<file path="config.mk">
export PLATFORM = sky130hd
export DESIGN_NAME = fixed_partition_fit_allocator_unit
export DESIGN_NICKNAME = d
export VERILOG_FILES = /design/src/fpfa_pkg.sv /design/src/fixed_partition_fit_allocator_unit.sv
export SDC_FILE = /design/constraint.sdc
export NUM_CORES = 1
export LEC_CHECK = 0
export BUFFER_PORTS_ARGS = -buffer_cell sky130_fd_sc_hd__buf_2
export CAP_MARGIN = 5
export CORE_ASPECT_RATIO = 0.75
export CORE_UTILIZATION = 29
export DETAILED_ROUTE_END_ITERATION = 10
export PLACE_DENSITY = 0.5
export RECOVER_POWER = 50
export SETUP_SLACK_MARGIN = 0.1
export SYNTH_ARGS = -nofsm -noshare
export SYNTH_HDL_FRONTEND = slang
export SYNTH_SLANG_ARGS = --single-unit
</file>
<file path="constraint.sdc">
create_clock -name clk_i -period 5.2 [get_ports clk_i]
set_input_delay 0.52 -clock clk_i [delete_from_list [all_inputs] [get_ports clk_i]]
set_output_delay 0.52 -clock clk_i [all_outputs]
set_load 0.1 [all_outputs]
</file>
<file path="src/fpfa_pkg.sv">
// Shared types, codes and defaults of the fixed-partition fit allocator.
`timescale 1ns / 1ps

package fpfa_pkg;

  // Default table geometry.
  localparam int SlotsDefault    = 16;
  localparam int SizeBitsDefault = 32;

  // Partition selection policy.
  typedef enum logic [1:0] {
    FitFirst = 2'd0,
    FitNext  = 2'd1,
    FitBest  = 2'd2,
    FitWorst = 2'd3
  } fit_mode_e;

  // Commands carried by an input beat.
  localparam logic CmdLoad  = 1'b0;
  localparam logic CmdAlloc = 1'b1;

  // Result status codes.
  localparam logic [1:0] StatAllocated = 2'd0;
  localparam logic [1:0] StatNoFit     = 2'd1;
  localparam logic [1:0] StatLoaded    = 2'd2;
  localparam logic [1:0] StatInvalid   = 2'd3;

  // Register index, taken from paddr bit 2.
  localparam logic RegFitMode    = 1'b0;
  localparam logic RegSlotsInUse = 1'b1;

  localparam logic [4:0] SlotsInUseReset = 5'd16;

  typedef struct packed {
    logic        cmd;
    logic [3:0]  slot_index;
    logic [31:0] size;
  } in_item_t;

  typedef struct packed {
    logic [1:0]  status;
    logic [3:0]  granted_slot;
    logic [31:0] remaining;
  } out_item_t;

endpackage

</file>
<file path="src/fixed_partition_fit_allocator_unit.sv">
// Top level of the fixed-partition fit allocator: table memory, scan sequencer, APB registers.
`timescale 1ns / 1ps

// Channel   Direction  Handshake                 Payload
// in        input      in_valid_i / in_ready_o   fpfa_pkg::in_item_t  (cmd, slot_index, size)
// out       output     out_valid_o / out_ready_i fpfa_pkg::out_item_t (status, slot, remaining)
// config    input      APB psel/penable/pwrite   fit_mode at 0x0, slots_in_use at 0x4
//
// A load or a rejected request goes from acceptance through StFin to the result register.
// An allocation scans the n searched partitions through the one read port of the table
// memory, one entry per cycle, n being the saturated slot count
// (16 with all partitions searched).
// The block works on one beat at a time; the result register lets the next beat be
// accepted while the previous result still waits on out_ready_i.
// Reset is asynchronous and active low. It clears the per-entry valid bits, so every
// partition reads as zero until loaded; no clearing pass is needed.

module fixed_partition_fit_allocator_unit #(
  parameter int SLOTS     = fpfa_pkg::SlotsDefault,
  parameter int SIZE_BITS = fpfa_pkg::SizeBitsDefault
) (
  input  logic                clk_i,
  input  logic                rst_ni,
  input  logic                in_valid_i,
  output logic                in_ready_o,
  input  fpfa_pkg::in_item_t  in_data_i,
  output logic                out_valid_o,
  input  logic                out_ready_i,
  output fpfa_pkg::out_item_t out_data_o,
  input  logic                psel,
  input  logic                penable,
  input  logic                pwrite,
  input  logic [2:0]          paddr,
  input  logic [31:0]         pwdata,
  output logic [31:0]         prdata,
  output logic                pready
);

  localparam int IdxW = $clog2(SLOTS);
  localparam int CntW = $clog2(SLOTS + 1);
  // Bits of the input size that survive the reduction to SIZE_BITS.
  localparam int InW  = (SIZE_BITS < 32) ? SIZE_BITS : 32;

  typedef enum logic [3:0] {
    StIdle = 4'b0001,
    StScan = 4'b0010,
    StUpd  = 4'b0100,
    StFin  = 4'b1000
  } state_e;

  // ---------------------------------------------------------------------------
  // Configuration registers. pready is tied high, so a write lands in the
  // access cycle.
  // ---------------------------------------------------------------------------
  fpfa_pkg::fit_mode_e fit_mode_q;
  logic [4:0]          slots_in_use_q;
  logic                cfg_we;

  assign pready = 1'b1;
  assign cfg_we = psel && penable && pwrite;

  always_ff @(posedge clk_i or negedge rst_ni) begin
    if (!rst_ni) begin
      fit_mode_q     <= fpfa_pkg::FitFirst;
      slots_in_use_q <= fpfa_pkg::SlotsInUseReset;
    end else if (cfg_we) begin
      if (paddr[2] == fpfa_pkg::RegFitMode) begin
        fit_mode_q <= fpfa_pkg::fit_mode_e'(pwdata[1:0]);
      end else begin
        slots_in_use_q <= pwdata[4:0];
      end
    end
  end

  always_comb begin
    if (paddr[2] == fpfa_pkg::RegSlotsInUse) begin
      prdata = {27'd0, slots_in_use_q};
    end else begin
      prdata = {30'd0, fit_mode_q};
    end
  end

  // Searched slot count, saturated into 1..SLOTS.
  logic [CntW-1:0] n_sat;
  always_comb begin
    if (slots_in_use_q == '0) begin
      n_sat = CntW'(1);
    end else if (int'(slots_in_use_q) > SLOTS) begin
      n_sat = CntW'(SLOTS);
    end else begin
      n_sat = CntW'(slots_in_use_q);
    end
  end

  // ---------------------------------------------------------------------------
  // Sequencer state and working registers.
  // ---------------------------------------------------------------------------
  state_e              state_q;
  logic [IdxW-1:0]     next_start_q;
  logic [SLOTS-1:0]    entry_vld_q;
  logic                out_valid_q;
  fpfa_pkg::out_item_t out_data_q;
  fpfa_pkg::out_item_t res_q;

  logic [SIZE_BITS-1:0] req_q;
  logic [CntW-1:0]      n_q;
  logic [IdxW-1:0]      addr_q;      // next entry to read
  logic [CntW-1:0]      issued_q;    // reads issued so far
  logic                 rd_valid_q;  // read data below belongs to the scan
  logic                 rd_last_q;   // that data is the last searched entry
  logic [IdxW-1:0]      rd_idx_q;
  logic                 rd_vld_q;    // entry had been written since reset
  logic [SIZE_BITS-1:0] rd_data_q;
  logic                 found_q;
  logic [IdxW-1:0]      pick_q;
  logic [SIZE_BITS-1:0] best_q;

  logic                 in_fire;
  logic                 fin_fire;
  logic [SIZE_BITS-1:0] in_size;
  logic                 load_ok;
  logic [IdxW-1:0]      start_idx;
  logic                 rd_en;
  logic [CntW-1:0]      addr_inc;
  logic [SIZE_BITS-1:0] rd_value;
  logic                 fits;
  logic                 take;
  logic                 grant_ok;
  logic [SIZE_BITS-1:0] grant_rem;
  logic [CntW-1:0]      pick_inc;
  logic                 wr_en;
  logic [IdxW-1:0]      wr_addr;
  logic [SIZE_BITS-1:0] wr_data;

  assign in_ready_o  = (state_q == StIdle);
  assign in_fire     = in_valid_i && in_ready_o;
  assign fin_fire    = (state_q == StFin) && (!out_valid_q || out_ready_i);
  assign out_valid_o = out_valid_q;
  assign out_data_o  = out_data_q;

  assign in_size = SIZE_BITS'(in_data_i.size[InW-1:0]);
  assign load_ok = int'(in_data_i.slot_index) < SLOTS;

  // Next fit resumes at next_start unless the slot count is no longer above it.
  assign start_idx = ((fit_mode_q == fpfa_pkg::FitNext) && (CntW'(next_start_q) < n_sat))
                     ? next_start_q : '0;

  // One read per cycle until every searched entry has been issued, wrapping
  // the address at the end of the searched range.
  assign rd_en    = (state_q == StScan) && (issued_q != n_q);
  assign addr_inc = CntW'(addr_q) + CntW'(1);

  // An entry never loaded since reset holds zero.
  assign rd_value = rd_vld_q ? rd_data_q : '0;
  assign fits     = rd_value >= req_q;

  // Candidate update rule per policy. Strict compares keep the lowest slot
  // on ties, since entries of best and worst fit arrive in ascending order.
  always_comb begin
    case (fit_mode_q)
      fpfa_pkg::FitFirst: take = fits && !found_q;
      fpfa_pkg::FitNext:  take = fits && !found_q;
      fpfa_pkg::FitBest:  take = fits && (!found_q || (rd_value < best_q));
      fpfa_pkg::FitWorst: take = !found_q || (rd_value > best_q);
      default:            take = 1'b0;
    endcase
  end

  // Worst fit keeps the largest entry even when it is too small, so the
  // final fit check is done once for every policy.
  assign grant_ok  = found_q && (best_q >= req_q);
  assign grant_rem = best_q - req_q;
  assign pick_inc  = CntW'(pick_q) + CntW'(1);

  // Single write port: loads from the idle state, grants from the update state.
  always_comb begin
    wr_en   = 1'b0;
    wr_addr = pick_q;
    wr_data = grant_rem;
    if (in_fire && (in_data_i.cmd == fpfa_pkg::CmdLoad) && load_ok) begin
      wr_en   = 1'b1;
      wr_addr = IdxW'(in_data_i.slot_index);
      wr_data = in_size;
    end else if ((state_q == StUpd) && grant_ok) begin
      wr_en = 1'b1;
    end
  end

  // ---------------------------------------------------------------------------
  // Partition table: one write port, one read port with registered data.
  // Reads and writes never meet on one entry, since a scan only starts after
  // the previous beat's write-back.
  // ---------------------------------------------------------------------------
  logic [SIZE_BITS-1:0] table_mem [SLOTS];

  always_ff @(posedge clk_i) begin
    if (wr_en) begin
      table_mem[wr_addr] <= wr_data;
    end
    if (rd_en) begin
      rd_data_q <= table_mem[addr_q];
    end
  end

  // ---------------------------------------------------------------------------
  // Control state.
  // ---------------------------------------------------------------------------
  always_ff @(posedge clk_i or negedge rst_ni) begin
    if (!rst_ni) begin
      state_q      <= StIdle;
      next_start_q <= '0;
      entry_vld_q  <= '0;
      out_valid_q  <= 1'b0;
      rd_valid_q   <= 1'b0;
    end else begin
      if (wr_en) begin
        entry_vld_q[wr_addr] <= 1'b1;
      end
      rd_valid_q <= rd_en;

      if (fin_fire) begin
        out_valid_q <= 1'b1;
      end else if (out_ready_i) begin
        out_valid_q <= 1'b0;
      end

      case (state_q)
        StIdle: begin
          if (in_fire) begin
            if (in_data_i.cmd == fpfa_pkg::CmdLoad) begin
              if (load_ok) begin
                next_start_q <= '0;
              end
              state_q <= StFin;
            end else if (in_size == '0) begin
              state_q <= StFin;
            end else begin
              state_q <= StScan;
            end
          end
        end
        StScan: begin
          if (rd_valid_q && rd_last_q) begin
            state_q <= StUpd;
          end
        end
        StUpd: begin
          if (grant_ok) begin
            next_start_q <= (pick_inc >= n_q) ? '0 : IdxW'(pick_inc);
          end
          state_q <= StFin;
        end
        StFin: begin
          if (fin_fire) begin
            state_q <= StIdle;
          end
        end
        default: state_q <= StIdle;
      endcase
    end
  end

  // ---------------------------------------------------------------------------
  // Datapath registers.
  // ---------------------------------------------------------------------------
  always_ff @(posedge clk_i) begin
    if (fin_fire) begin
      out_data_q <= res_q;
    end

    if (rd_en) begin
      rd_idx_q  <= addr_q;
      rd_vld_q  <= entry_vld_q[addr_q];
      rd_last_q <= (issued_q + CntW'(1)) == n_q;
      addr_q    <= (addr_inc >= n_q) ? '0 : IdxW'(addr_inc);
      issued_q  <= issued_q + CntW'(1);
    end

    if (rd_valid_q && take) begin
      found_q <= 1'b1;
      pick_q  <= rd_idx_q;
      best_q  <= rd_value;
    end

    if (in_fire) begin
      req_q    <= in_size;
      n_q      <= n_sat;
      addr_q   <= start_idx;
      issued_q <= '0;
      found_q  <= 1'b0;
      if ((in_data_i.cmd == fpfa_pkg::CmdLoad) && load_ok) begin
        res_q <= '{status:       fpfa_pkg::StatLoaded,
                   granted_slot: in_data_i.slot_index,
                   remaining:    32'(in_size)};
      end else begin
        res_q <= '{status: fpfa_pkg::StatInvalid, granted_slot: 4'd0, remaining: 32'd0};
      end
    end

    if (state_q == StUpd) begin
      if (grant_ok) begin
        res_q <= '{status:       fpfa_pkg::StatAllocated,
                   granted_slot: 4'(pick_q),
                   remaining:    32'(grant_rem)};
      end else begin
        res_q <= '{status: fpfa_pkg::StatNoFit, granted_slot: 4'd0, remaining: 32'd0};
      end
    end
  end

endmodule

</file>
# Word level (Yosys, flattened, before mapping)
# Memory sizes are Yosys's and may differ from the RTL's. A register that Yosys moved wholly into a read port is not among the register bits.
# Cells that the tools add are included.
# word_totals
regBits,198
mem_bits_rw,512
n_memories,1
# classes
addsub,4
n_lt_le_gt_ge,11
n_eq_ne,14
n_mux,36
bitwise,3
reduce_logical,31
# mem_list
name,words,word_bits,rd,rd_clocked_by_memory_dff,write_ports,line,text
table_mem,16,32,1,1,1,fixed_partition_fit_allocator_unit.sv:194,logic [SIZE_BITS-1:0] table_mem [SLOTS];
# op_table
operator,n
2-to-1 mux 38 bit,2
2-to-1 mux 37 bit,2
greater-or-equal comparator 32 bit,2
2-to-1 mux 32 bit,2
2-to-1 mux 4 bit,14
> comparator 32 bit,1
zero test 32 bit,1
< comparator 32 bit,1
subtractor 32 bit,1
OR 16 bit,1
case mux 4 bit (4 select lines),1
2-to-1 mux 5 bit,3
logical AND 1 bit,14
"adder 4 x 1 -> 5 bit, second input constant",2
greater-or-equal comparator 5 bit,2
"< comparator 4 x 5 -> 1 bit, second input constant",2
2-to-1 mux 1 bit,8
case mux 4 bit (2 select lines),1
nonzero test 2 bit,4
"!= test 2 bit, second input constant",3
"adder 5 x 1 -> 5 bit, second input constant",1
equality test 5 bit,1
"> comparator 5 bit, second input constant",1
zero test 5 bit,1
21 further kinds,28

# Logic depth before layout (Yosys ltp)
# Gate-level depths: netlist of the first run.
# depth
ltp_word,9
depth_mapped,13

# Worst setup path after synthesis of the first run
# OpenSTA, ideal clock, no wires.
# synth_timing
kind,register -> register
start,register state_q[0]
end,"memory table_mem[0][0] in the netlist's numbering, enable pin"
setup_ps,421
arrival_time_ps,7237
setup_slack_ps,-2459
stages_incl_launch_ff,9
n_path_buf,1
path_cell_list,dfstp_2 nor4b_1 nand2_1 clkinv_1 nand2b_1 clkbuf_1 nor3_1 a31oi_1 nor2_1
# synth_between
elab_chain_cells,6
elab_cells_between_ends,10
cone_classes,eq/ne: 2; mux: 5; reduce/logical: 3
# synth_rtl
element,line,text
start: declaration,fixed_partition_fit_allocator_unit.sv:98,state_e state_q;
start signal: assignment,fixed_partition_fit_allocator_unit.sv:210,state_q <= StIdle;
start signal: assignment,fixed_partition_fit_allocator_unit.sv:234,state_q <= StFin;
start signal: assignment,fixed_partition_fit_allocator_unit.sv:236,state_q <= StFin;
equality test 4 x 1 -> 1 bit *,fixed_partition_fit_allocator_unit.sv:135,assign in_ready_o = (state_q == StIdle);
named net in_ready_o,fixed_partition_fit_allocator_unit.sv:25,"output logic in_ready_o,"
logical AND 1 bit *,fixed_partition_fit_allocator_unit.sv:136,assign in_fire = in_valid_i && in_ready_o;
named net in_fire,fixed_partition_fit_allocator_unit.sv:118,logic in_fire;
logical AND 1 bit *,fixed_partition_fit_allocator_unit.sv:180,if (in_fire && (in_data_i.cmd == fpfa_pkg::CmdLoad) && load_ok) begin
2-to-1 mux 1 bit,fixed_partition_fit_allocator_unit.sv:180,
2-to-1 mux 1 bit,fixed_partition_fit_allocator_unit.sv:197,if (wr_en) begin
2-to-1 mux 1 bit (implied by the code),fixed_partition_fit_allocator_unit.sv:198,table_mem[wr_addr] <= wr_data;
end: declaration,fixed_partition_fit_allocator_unit.sv:194,
# The timed path passes the listed nets; every way through them passes the cells marked *.

# Final worst setup path of the first run
# layout_timing
start,register req_q[0]
end,"memory table_mem[4][2] in the netlist's numbering, enable pin"
# layout_between
elab_chain_cells,7
# layout_rtl
element,line,text
start: declaration,fixed_partition_fit_allocator_unit.sv:105,logic [SIZE_BITS-1:0] req_q;
start signal: assignment,fixed_partition_fit_allocator_unit.sv:286,req_q <= in_size;
greater-or-equal comparator 32 bit,fixed_partition_fit_allocator_unit.sv:171,assign grant_ok = found_q && (best_q >= req_q);
logical AND 1 bit,fixed_partition_fit_allocator_unit.sv:171,
logical AND 1 bit,fixed_partition_fit_allocator_unit.sv:184,end else if ((state_q == StUpd) && grant_ok) begin
2-to-1 mux 1 bit,fixed_partition_fit_allocator_unit.sv:184,
2-to-1 mux 1 bit,fixed_partition_fit_allocator_unit.sv:180,
2-to-1 mux 1 bit,fixed_partition_fit_allocator_unit.sv:197,
2-to-1 mux 1 bit (implied by the code),fixed_partition_fit_allocator_unit.sv:198,
# Every way passes these cells.

==> results by group, run 1 <==
Timing
  – Skew final: 0.0245 ns
  – Slew Limit Fails: about 290
  – Worst-Margin Slew: approximately 3.2 ns
  – Tcrit/Tclk final: 0.887
  – Setup TNS: 0 ns
  – Final setup violation count: 0
  – Slew HR: -1.16
  – Fin crit period: between 4 and 5 ns
  – Achievable Freq: 217 MHz
  – Final hold vios: 0
  – RSZ-0062 raised after global routing: false

Place
  – Placed insts: 3364
  – GP Congestion: 0.921
  – PortBufs: 94
  – Hpwl dp: approximately 50 mm

Synthesis
  – Synthesized flop and latch total: 742
  – Simple-gate share of the synthesized area: 0.0499
  – Predominant post-synthesis flop cell: edfxtp_1
  – Multiplexer share of the synthesized area: 0.125
  – Syn Inst Count: 1840
  – Main combinational cell family by area after synthesis: multiplexers
  – Post-synth top cells: edfxtp_1 (703), mux4_2 (165), ha_1 (110)
  – Adder-cell share of the synthesized area: 0.0440
  – Post-synthesis xor/xnor area fraction: 0.0109
  – Syn_area_per_cell: 17.4 µm²
  – FFs w/ async S/R, synth: 0.0445
  – Synthesis warning total: 0
  – Library cells used by synthesis: 76
  – Share of the synthesized area in the top cell type: 0.661
  – Sequential share of the synthesized area: 0.691
  – Compound-Gate Fraction of Synth Area: 0.0543
  – Area contributors post-synth: edfxtp_1 (66%), mux4_2 (12%), ha_1 (4.3%)
  – Cell area after synthesis: between 30000 and 40000 µm²
  – EDFF count, synth: 703
  – Cell with the most instances after synthesis: edfxtp_1
  – Yosys top cell by area: edfxtp_1

Critical path
  – Worst-path fanout max: 32
  – Crit-path slowest cell: buf_4
  – Cell family with most CP delay: compound AO/OA/AOI/OAI gates
  – CP Launch Type: register
  – Crit path arrival time: 4.88 ns
  – CP Data Required Time: ~5.5 ns
  – Buf/Inv on CP: 2
  – R2r worst-path depth: 12
  – WS Path Type: reg2reg
  – Setup crit end kind: register
  – Critical Path Max Stage Delay: about 0.53 ns
  – R2R setup slack: 0.59 ns
  – Reg2reg end: table_mem[4][2]
  – Critical-path cell list: ha_1, fa_1, nand2b_1, a211oi_1, o21ai_0, a21oi_1, o31ai_1, a211oi_4, buf_4, a31oi_1, nor2_4, buf_4
  – Crit path top cell by count: buf_4
  – RR Startpoint: req_q[0]

Clock tree
  – Clock-pin transition on the worst setup and hold timing paths: 0.06 ns
  – Post-CTS Setup Bufs: 0
  – CTS Buffer Depth: 3
  – Latest clock arrival within the worst-skew pair: 0.65 ns
  – Clock Sinks: 742
  – Hold_buf cts: 1
  – Root Buffer: clkbuf_16
  – Number of gates resized after cts: 0
  – H-tree Lvls: 3
  – Num CTS Buffers: 82
  – CTS tree: built

Min path
  – Hold path depth: 2
  – Hold path startpoint: pwdata[2]
  – Worst hold-check path type: in2reg
  – Hold EP: slots_in_use_q[2]

Floorplan
  – Die area: 111000 µm²
  – Width of the die: 385 µm
  – FP Rows: 105
  – Starting Density: 0.292
  – Core region area: about 110000 µm²
  – Die Ht: 289 µm
  – I/O pin total: 152

GRT
  – First-pass GRT wire length: 118 mm
  – Largest net degree at the start of global routing: around 140
  – Initial antenna violation count: 5
  – Vias in the first global route: 17500
  – Total GRT Usage: 0.144
  – Grt ovf: 0

Layout
  – Layout Cells excl Fill: 3513
  – Final core occ: 0.338
  – FILL cells: 10400
  – Share of layout cells above drive strength 1: 0.182
  – Area grow syn2layout: 15.7%
  – Post-layout nets: roughly 2200

Pwr
  – Lkg Pwr: between 10 and 15 nW
  – Maximum vdd drop: 0.000253 V
  – Pwr dens: 481 nW/µm²

Routing
  – Via density: 4.91
  – First-pass DRT Iterations: 5
  – Final WL: about 80 mm
  – DRT iter0 DRCs: 1378
  – Wire length per cell: 22.9 µm
  – Residual DRC count: 0
  – Post-route antenna net violation count: 0
  – DR vias: between 15000 and 20000

Outcome
  – Status: finished with violations
  – Failing checks: max-capacitance violations, max-slew violations

Flow run
  – MaxCap Viol Count: 8
==> kinds of logic after synthesis <==
family                     after synthesis
AOI/OAI and AO/OA                      256
xor gates and xnor gates                39
adders and majority gates              112
buffers and inverters                  183
DFF                                    742
muxes                                  189
other                                    2
and+or+nand+nor                        317
==> metrics by stage <==
stage | worst slack, ns | hold WS [ns] | area [µm²] | power [mW]
finish | 0.589 | 0.122 | 36900 | 17.8
global route | 0.198 | 0.0800 | 36900 | 18.5
CTS | 0.495 | 0.0712 | 37100 | 18.0
detailed placement | 0.516 | 0.405 | 34500 | 12.4
global placement | 0.622 | 0.402 | 34500 | 12.3
floorplan | 0.0873 | 0.224 | 32000 | 10.9
==> area by class of cell <==
class / count / area, µm² / share of cell area
tap: 1444 / 1810 / 0.0489
sequential: 742 / 22100 / 0.597
multi-input combinational: 941 / 9330 / 0.252
inverter: 95 / 357 / 0.00965
antenna: 1 / 2.50 / 0.0000677
timing repair buffer: 143 / 800 / 0.0216
clock inverter: 50 / 434 / 0.0118
clock buffer: 97 / 2160 / 0.0585
==> how the worst max path moves through the flow <==
stage / from / endpoint / slack [ns] / depth (start not counted)
final: req_q[0] / table_mem[4][2] / 0.59 / 12
after detailed placement: req_q[0] / table_mem[4][13] / 0.52 / 12
after floorplan: state_q[0] / table_mem[0][0] / 0.09 / 8
after global placement: req_q[0] / table_mem[4][6] / 0.62 / 12
after CTS: req_q[0] / table_mem[4][17] / 0.50 / 12
after global routing: req_q[0] / table_mem[4][2] / 0.20 / 12
==> layout by cell type (no fill, tap or decap), types with 12 or more instances in the layout <==
cell,instances
a21oi_1,53
a22o_1,27
mux2_2,12
edfxtp_1,703
nand4_1,17
mux4_2,165
inv_1,93
xor2_1,17
dfrtp_1,31
o21ai_0,33
xnor2_1,21
nor2_1,54
buf_4,24
conb_1,28
nor2b_1,13
clkinv_2,19
ha_1,110
o21bai_1,18
a21o_1,33
o21ai_1,12
nor2_4,16
nor3_1,12
buf_2,16
clkinv_1,18
clkbuf_16,84
nand3_1,13
nand2_1,93
clkbuf_1,105
nand2b_1,15
and2_0,31
a31oi_1,13
==> power breakdown <==
part | internal, mW | switching [mW] | total, mW
Combinational | 1.72 | 2.77 | 4.49
Sequential | 7.53 | 0.184 | 7.71
Clock | 3.19 | 2.38 | 5.57
Total | 12.4 | 5.34 | 17.8
==> metal layers <==
metal	wire (µm)	track usage	part of all wire
met5	0	0	0
met1	39200	0.215	0.49
met3	4230	0.0264	0.053
met2	35200	0.215	0.44
met4	1660	0.0386	0.021
==> worst register-to-register path: stages, from the launching register on <==
cell,delay (ns)
edfxtp_1,0.39
ha_1,0.25
fa_1,0.42
nand2b_1,0.19
a211oi_1,0.42
o21ai_0,0.22
a21oi_1,0.24
o31ai_1,0.26
a211oi_4,0.34
buf_4,0.38
a31oi_1,0.39
nor2_4,0.18
buf_4,0.53
==> flip-flops by register name, indices dropped and copies added (netlist names), 2 cells and up <==
name	cells
n_q	5
addr_q	4
slots_in_use_q	5
out_data_o	38
rd_idx_q	4
res_q	38
issued_q	5
rd_data_q	32
req_q	32
fit_mode_q	2
pick_q	4
best_q	32
entry_vld_q	16
next_start_q	4
state_q	4
table_mem	512
No activity file was read; power rests on OpenSTA's default activity.
==> inputs of run 2 (changes only) <==
Settings changed: CORE_MARGIN set to 5, CORE_UTILIZATION 29 to 50, PLACE_DENSITY 0.5 to 0.73.
==> run 2 against run 1 <==
The flow still finishes with violations (max-capacitance violations, max-slew violations); die area decreased by 38%; maximum frequency rose by 1.9%; flip-flop and latch count did not move; worst setup slack better by 0.084 ns; wire length is 11% lower; final cell count is 17% lower; sequential share of layout area rose by 2.0 points; hold slack improved by 0.022 ns; final area is 3.3% lower; register-to-register slack better by 0.08 ns; global-route usage rose by 6.2 points; sequential power hardly changed; critical path type unchanged; highest routed layer unchanged.
==> results by group, run 2 (synthesis results as in run 1) <==
GRT
  – Total GRT Usage: 0.207 (+0.0624)
  – Largest net degree at the start of global routing: 136 (+0.74%)
  – Vias in the first global route: 17200 (-1.8%)
  – First-pass GRT wire length: 107 mm (-8.6%)
  – Grt met3 use: 0.0431 (+0.0167)
  – Met2 Resource Use GR: 0.314 (+0.0993)
  – Grt ovf: 0 (unchanged)
  – Global-route met1 utilization: 0.312 (+0.0969)
  – Initial antenna violation count: 3 (-2)
  – GRT busiest layer: met2

Routing
  – Wire length per cell: 24.5 µm (+7.0%)
  – DR vias: 17200 (-0.093%)
  – Post-route antenna net violation count: 0 (unchanged)
  – Via density: 5.93 (+21%)
  – DRT iter0 DRCs: 1885 (+37%)
  – First-pass DRT Iterations: 6 (+1)
  – Final WL: 71.1 mm (-11%)
  – Residual DRC count: 0 (unchanged)

Pwr
  – Lkg Pwr: 12.4 nW (-1.7%)
  – Pwr dens: 476 nW/µm² (-0.96%)
  – Maximum vdd drop: 0.000406 V (+61%)

Outcome
  – Status: finished with violations
  – Failing checks: max-capacitance violations, max-slew violations

Layout
  – Layout Cells excl Fill: 2906 (-17%)
  – Max FFs per register: 512 (unchanged)
  – Area grow syn2layout: 11.9%
  – Most common cell after layout, fill and taps aside: edfxtp_1
  – Post-route cell area: 35700 µm² (-3.3%)
  – Largest reg by FF count: table_mem
  – Share of layout cells above drive strength 1: 0.175 (-0.00676)
  – FILL cells: 4818 (-54%)
  – Post-layout nets: 2182 (-0.59%)
  – Commonest cells after routing, fill and taps aside: edfxtp_1 (703), mux4_2 (165), ha_1 (110)
  – N_diodes: 0 (-1)

Floorplan
  – I/O pin total: 152 (unchanged)
  – Starting Density: 0.503 (+0.211)
  – Core region area: 63500 µm² (-42%)
  – Die Ht: 229 µm (-21%)
  – Width of the die: 302 µm (-22%)
  – Die area: 69100 µm² (-38%)
  – FP Rows: 80 (-24%)

Clock tree
  – CTS tree: built
  – Number of gates resized after cts: 0 (unchanged)
  – CTS Buffer Depth: 3 (unchanged)
  – Num CTS Buffers: 70 (-15%)
  – H-tree Lvls: 3 (unchanged)
  – Latest clock arrival within the worst-skew pair: 0.62 ns (-0.03 ns)
  – Clock Sinks: 742 (unchanged)
  – Hold_buf cts: 1 (unchanged)
  – Root Buffer: clkbuf_16
  – Post-CTS Setup Bufs: 0 (unchanged)
  – Clock-pin transition on the worst setup and hold timing paths: 0.07 ns (about the same)

Timing
  – Hold Slack: 0.144 ns (+0.0220 ns)
  – Worst-Margin Slew: 2.93 ns (-0.304 ns)
  – Post-route setup slack: 0.673 ns (+0.0844 ns)
  – RSZ-0062 raised after global routing: false
  – Skew final: 0.0239 ns (-0.000643 ns)
  – Slew HR: -0.953 (+0.203)
  – Final setup violation count: 0 (unchanged)
  – Tcrit/Tclk final: 0.870 (-0.0162)
  – Fin crit period: 4.53 ns (-0.0844 ns)
  – Achievable Freq: 221 MHz (+1.9%)
  – Final hold vios: 0 (unchanged)
  – Slew Limit Fails: 270 (-5.3%)
  – Setup TNS: 0 ns (unchanged)

Critical path
  – Setup crit end kind: register
  – CP Data Required Time: 5.44 ns (-0.03 ns)
  – WS Path Type: reg2reg
  – CP Launch Type: register
  – Crit path arrival time: 4.76 ns (-0.12 ns)
  – Worst-path fanout max: 32 (unchanged)

Place
  – GP Congestion: 0.963 (+4.5%)
  – Hpwl dp: 45.4 mm (-9.4%)
  – PortBufs: 94 (unchanged)
  – Placed Area: 33700 µm² (-2.4%)
  – Placed insts: 2779 (-17%)
  – Setup slack at placement: 0.809 ns (+0.293 ns)

Min path
  – Worst hold-check path type: in2reg

Flow run
  – MaxCap Viol Count: 7 (-1)
[run 2: cell types whose count changed in the layout (fill, tap and decap cells not counted), sizes merged]
cell    change
bufinv      +1
clkinv     -11
diode       -1
inv         +2
clkbuf     -15
[run 2: where the power goes]
group / total [mW] / switching, mW / internal [mW]
Sequential: 7.69 / 0.169 / 7.52
Clock: 4.95 / 2.19 / 2.76
Combinational: 4.38 / 2.68 / 1.70
Total: 17.0 / 5.05 / 12.0
[run 2: stage by stage]
step           utilization  total power, mW
3_5_place_dp         0.531             12.2
4_1_cts              0.566             17.1
3_3_place_gp         0.531             12.0
6_report             0.563             17.0
5_1_grt              0.563             17.8
2_1_floorplan            -             10.9
[run 2: worst max-delay path, stage by stage (launching register included)]
cell,delay (ns)
edfxtp_1,0.41
ha_1,0.24
fa_1,0.41
nand2b_1,0.18
a211oi_1,0.37
o21ai_0,0.21
a21oi_1,0.30
o31ai_1,0.30
a211oi_4,0.33
buf_4,0.35
a31oi_1,0.36
nor2_4,0.16
buf_4,0.47
[run 2: layer usage]
| layer | vias up | part of all wire |
|---|---|---|
| met5 | - | 0 |
| met4 | 0 | 0.022 |
| met3 | 111 | 0.095 |
| met2 | 787 | 0.45 |
| met1 | 8768 | 0.43 |
| li1 | 7554 | - |
[run 2: cell type report]
type                    instances  area [µm²]  share of cell area
well taps                     861        1080              0.0301
clock inverters                42         413              0.0116
inverters                      95         357             0.00998
flip-flops and latches        742       22100               0.617
clock buffers                  83        1800              0.0504
repair buffers                142         709              0.0199
multi-input cells             941        9320               0.261
[run 2: worst paths after layout]
check                          start  depth (start not counted)  slack [ns]                 to
max                         req_q[0]                         12        0.67   table_mem[4][19]
min in group asynchronous     rst_ni                          2        0.97    next_start_q[1]
max reg2reg                 req_q[0]                         12        0.67   table_mem[4][19]
max in group asynchronous     rst_ni                          2        3.15  slots_in_use_q[0]
min                        pwdata[2]                          2        0.14  slots_in_use_q[2]
min reg2reg                res_q[26]                          0        0.42     out_data_o[26]
==> inputs of run 3 (changes only) <==
Settings changed: GPL_ROUTABILITY_DRIVEN set to 0.
Clock period 5.2 ns to 5.82 ns, I/O delays scaled along.
==> run 3 against run 2 <==
The run still ends with max-capacitance violations, max-slew violations left; sequential share of layout area is essentially flat; register-to-register slack gained 0.34 ns; sequential power shrank 11%; core utilization is essentially flat; die area is the same; first-iteration DRC count grew 6.9%; maximum frequency shrank 5.8%; critical endpoint is now table_mem[8][26].
==> results by group, run 3 (synthesis results as in run 1) <==
GRT
  – Total GRT Usage: 0.210 (+0.00286)
  – Global-route met1 utilization: 0.319 (+0.00664)
  – Grt ovf: 0 (unchanged)
  – Initial antenna violation count: 1 (-2)
  – GRT busiest layer: met1
  – Met2 Resource Use GR: 0.316 (+0.00149)
  – Grt met3 use: 0.0457 (+0.00256)
  – Largest net degree at the start of global routing: 136 (unchanged)
  – First-pass GRT wire length: 109 mm (+1.3%)
  – Vias in the first global route: 17500 (+1.6%)

Floorplan
  – Starting Density: 0.503 (unchanged)
  – Core region area: 63500 µm² (unchanged)
  – Width of the die: 302 µm (unchanged)
  – Die Ht: 229 µm (unchanged)
  – I/O pin total: 152 (unchanged)
  – FP Rows: 80 (unchanged)
  – Die area: 69100 µm² (unchanged)

Clock tree
  – CTS Buffer Depth: 3 (unchanged)
  – Root Buffer: clkbuf_16
  – Hold_buf cts: 0 (-1)
  – Num CTS Buffers: 69 (-1.4%)
  – Number of gates resized after cts: 0 (unchanged)
  – Post-CTS Setup Bufs: 0 (unchanged)
  – Clock-pin transition on the worst setup and hold timing paths: 0.06 ns (about the same)
  – CTS tree: built
  – H-tree Lvls: 3 (unchanged)
  – Clock Sinks: 742 (unchanged)
  – Latest clock arrival within the worst-skew pair: 0.63 ns (about the same)

Timing
  – Fin crit period: 4.81 ns (+0.281 ns)
  – Final hold vios: 0 (unchanged)
  – RSZ-0062 raised after global routing: false
  – Final setup violation count: 0 (unchanged)
  – Worst-Margin Slew: 2.87 ns (-0.0591 ns)
  – Skew final: 0.0250 ns (+0.00116 ns)
  – Achievable Freq: 208 MHz (-5.8%)
  – Hold Slack: 0.195 ns (+0.0514 ns)
  – Tcrit/Tclk final: 0.826 (-0.0445)
  – Setup TNS: 0 ns (unchanged)
  – Slew Limit Fails: 346 (+28%)
  – Post-route setup slack: 1.01 ns (+0.339 ns)
  – Slew HR: -0.913 (+0.0394)

Routing
  – Final WL: 72.0 mm (+1.3%)
  – DRT iter0 DRCs: 2015 (+6.9%)
  – Residual DRC count: 0 (unchanged)
  – Via density: 5.96 (+0.65%)
  – Post-route antenna net violation count: 0 (unchanged)
  – Wire length per cell: 24.8 µm (+1.5%)
  – DR vias: 17300 (+0.45%)
  – First-pass DRT Iterations: 5 (-1)

Flow run
  – MaxCap Viol Count: 8 (+1)

Layout
  – Max FFs per register: 512 (unchanged)
  – N_diodes: 0 (unchanged)
  – Area grow syn2layout: 11.9% (about the same)
  – Largest reg by FF count: table_mem
  – Post-layout nets: 2174 (-0.37%)
  – Commonest cells after routing, fill and taps aside: edfxtp_1 (703), mux4_2 (165), ha_1 (110)
  – Share of layout cells above drive strength 1: 0.176 (+0.000515)
  – Most common cell after layout, fill and taps aside: edfxtp_1
  – FILL cells: 4825 (+0.15%)

Min path
  – Worst hold-check path type: in2reg

Place
  – PortBufs: 94 (unchanged)
  – Hpwl dp: 44.9 mm (-1.2%)
  – Setup slack at placement: 1.49 ns (+0.686 ns)

Critical path
  – Crit path arrival time: 5.09 ns (+0.33 ns)
  – CP Launch Type: register
  – CP Data Required Time: 6.10 ns (+0.66 ns)
  – Worst-path fanout max: 39 (+22%)
  – R2R setup slack: 1.01 ns (+0.34 ns)
  – WS Path Type: reg2reg
  – Setup crit end kind: register

Pwr
  – Pwr dens: 428 nW/µm² (-10%)
  – Maximum vdd drop: 0.000339 V (-17%)
  – Lkg Pwr: 12.3 nW (-0.19%)

Outcome
  – Status: finished with violations
  – Failing checks: max-capacitance violations, max-slew violations
run 3: routing by layer:
layer | vias to the layer above | share of wire
met5 | - | 0
met3 | 107 | 0.098
met1 | 8806 | 0.43
li1 | 7542 | -
met4 | 0 | 0.019
met2 | 842 | 0.46
run 3: path summary, 6_finish.rpt:
| kind | cells past startpoint | end | start |
|---|---|---|---|
| max | 10 | table_mem[8][26] | state_q[0] |
| min | 2 | slots_in_use_q[3] | pwdata[3] |
| max reg2reg | 10 | table_mem[8][26] | state_q[0] |
| min reg2reg | 0 | out_data_o[12] | res_q[12] |
| max in group asynchronous | 1 | state_q[1] | rst_ni |
| min in group asynchronous | 1 | entry_vld_q[0] | rst_ni |
run 3: final cells by class:
type / count / area, µm² / area share
Clock buffer: 77 / 1780 / 0.0498
Tap cell: 861 / 1080 / 0.0302
Multi-Input combinational cell: 941 / 9320 / 0.261
Clock inverter: 49 / 478 / 0.0134
Timing Repair Buffer: 135 / 661 / 0.0185
Sequential cell: 742 / 22100 / 0.617
Inverter: 95 / 357 / 0.00998
run 3: worst max-delay path, cell delays in order, from the launching register on:
cell	delay [ns]
dfstp_1	0.56
nor4b_1	0.67
nand2_1	0.41
clkinv_1	0.14
nand2b_1	0.07
clkbuf_1	0.71
nor3b_1	0.42
a31oi_1	0.10
buf_4	0.29
nor2_4	0.65
buf_4	0.42
run 3: through the flow:
stage / cell area (µm²) / power (mW) / instances / utilization
after floorplan: 32000 / 9.73 / 1866 / -
after CTS: 35900 / 15.3 / 2899 / 0.566
after global placement: 33600 / 10.7 / 2773 / 0.530
final: 35700 / 15.3 / 2900 / 0.563
after detailed placement: 33600 / 10.9 / 2773 / 0.530
after global routing: 35700 / 16.0 / 2900 / 0.563
run 3: power breakdown:
part	internal, mW	total, mW	leakage, nW	switching (mW)
Sequential	6.72	6.85	6.84	0.134
Combinational	1.54	3.95	4.41	2.41
Clock	2.50	4.48	1.09	1.98
Total	10.8	15.3	12.3	4.53
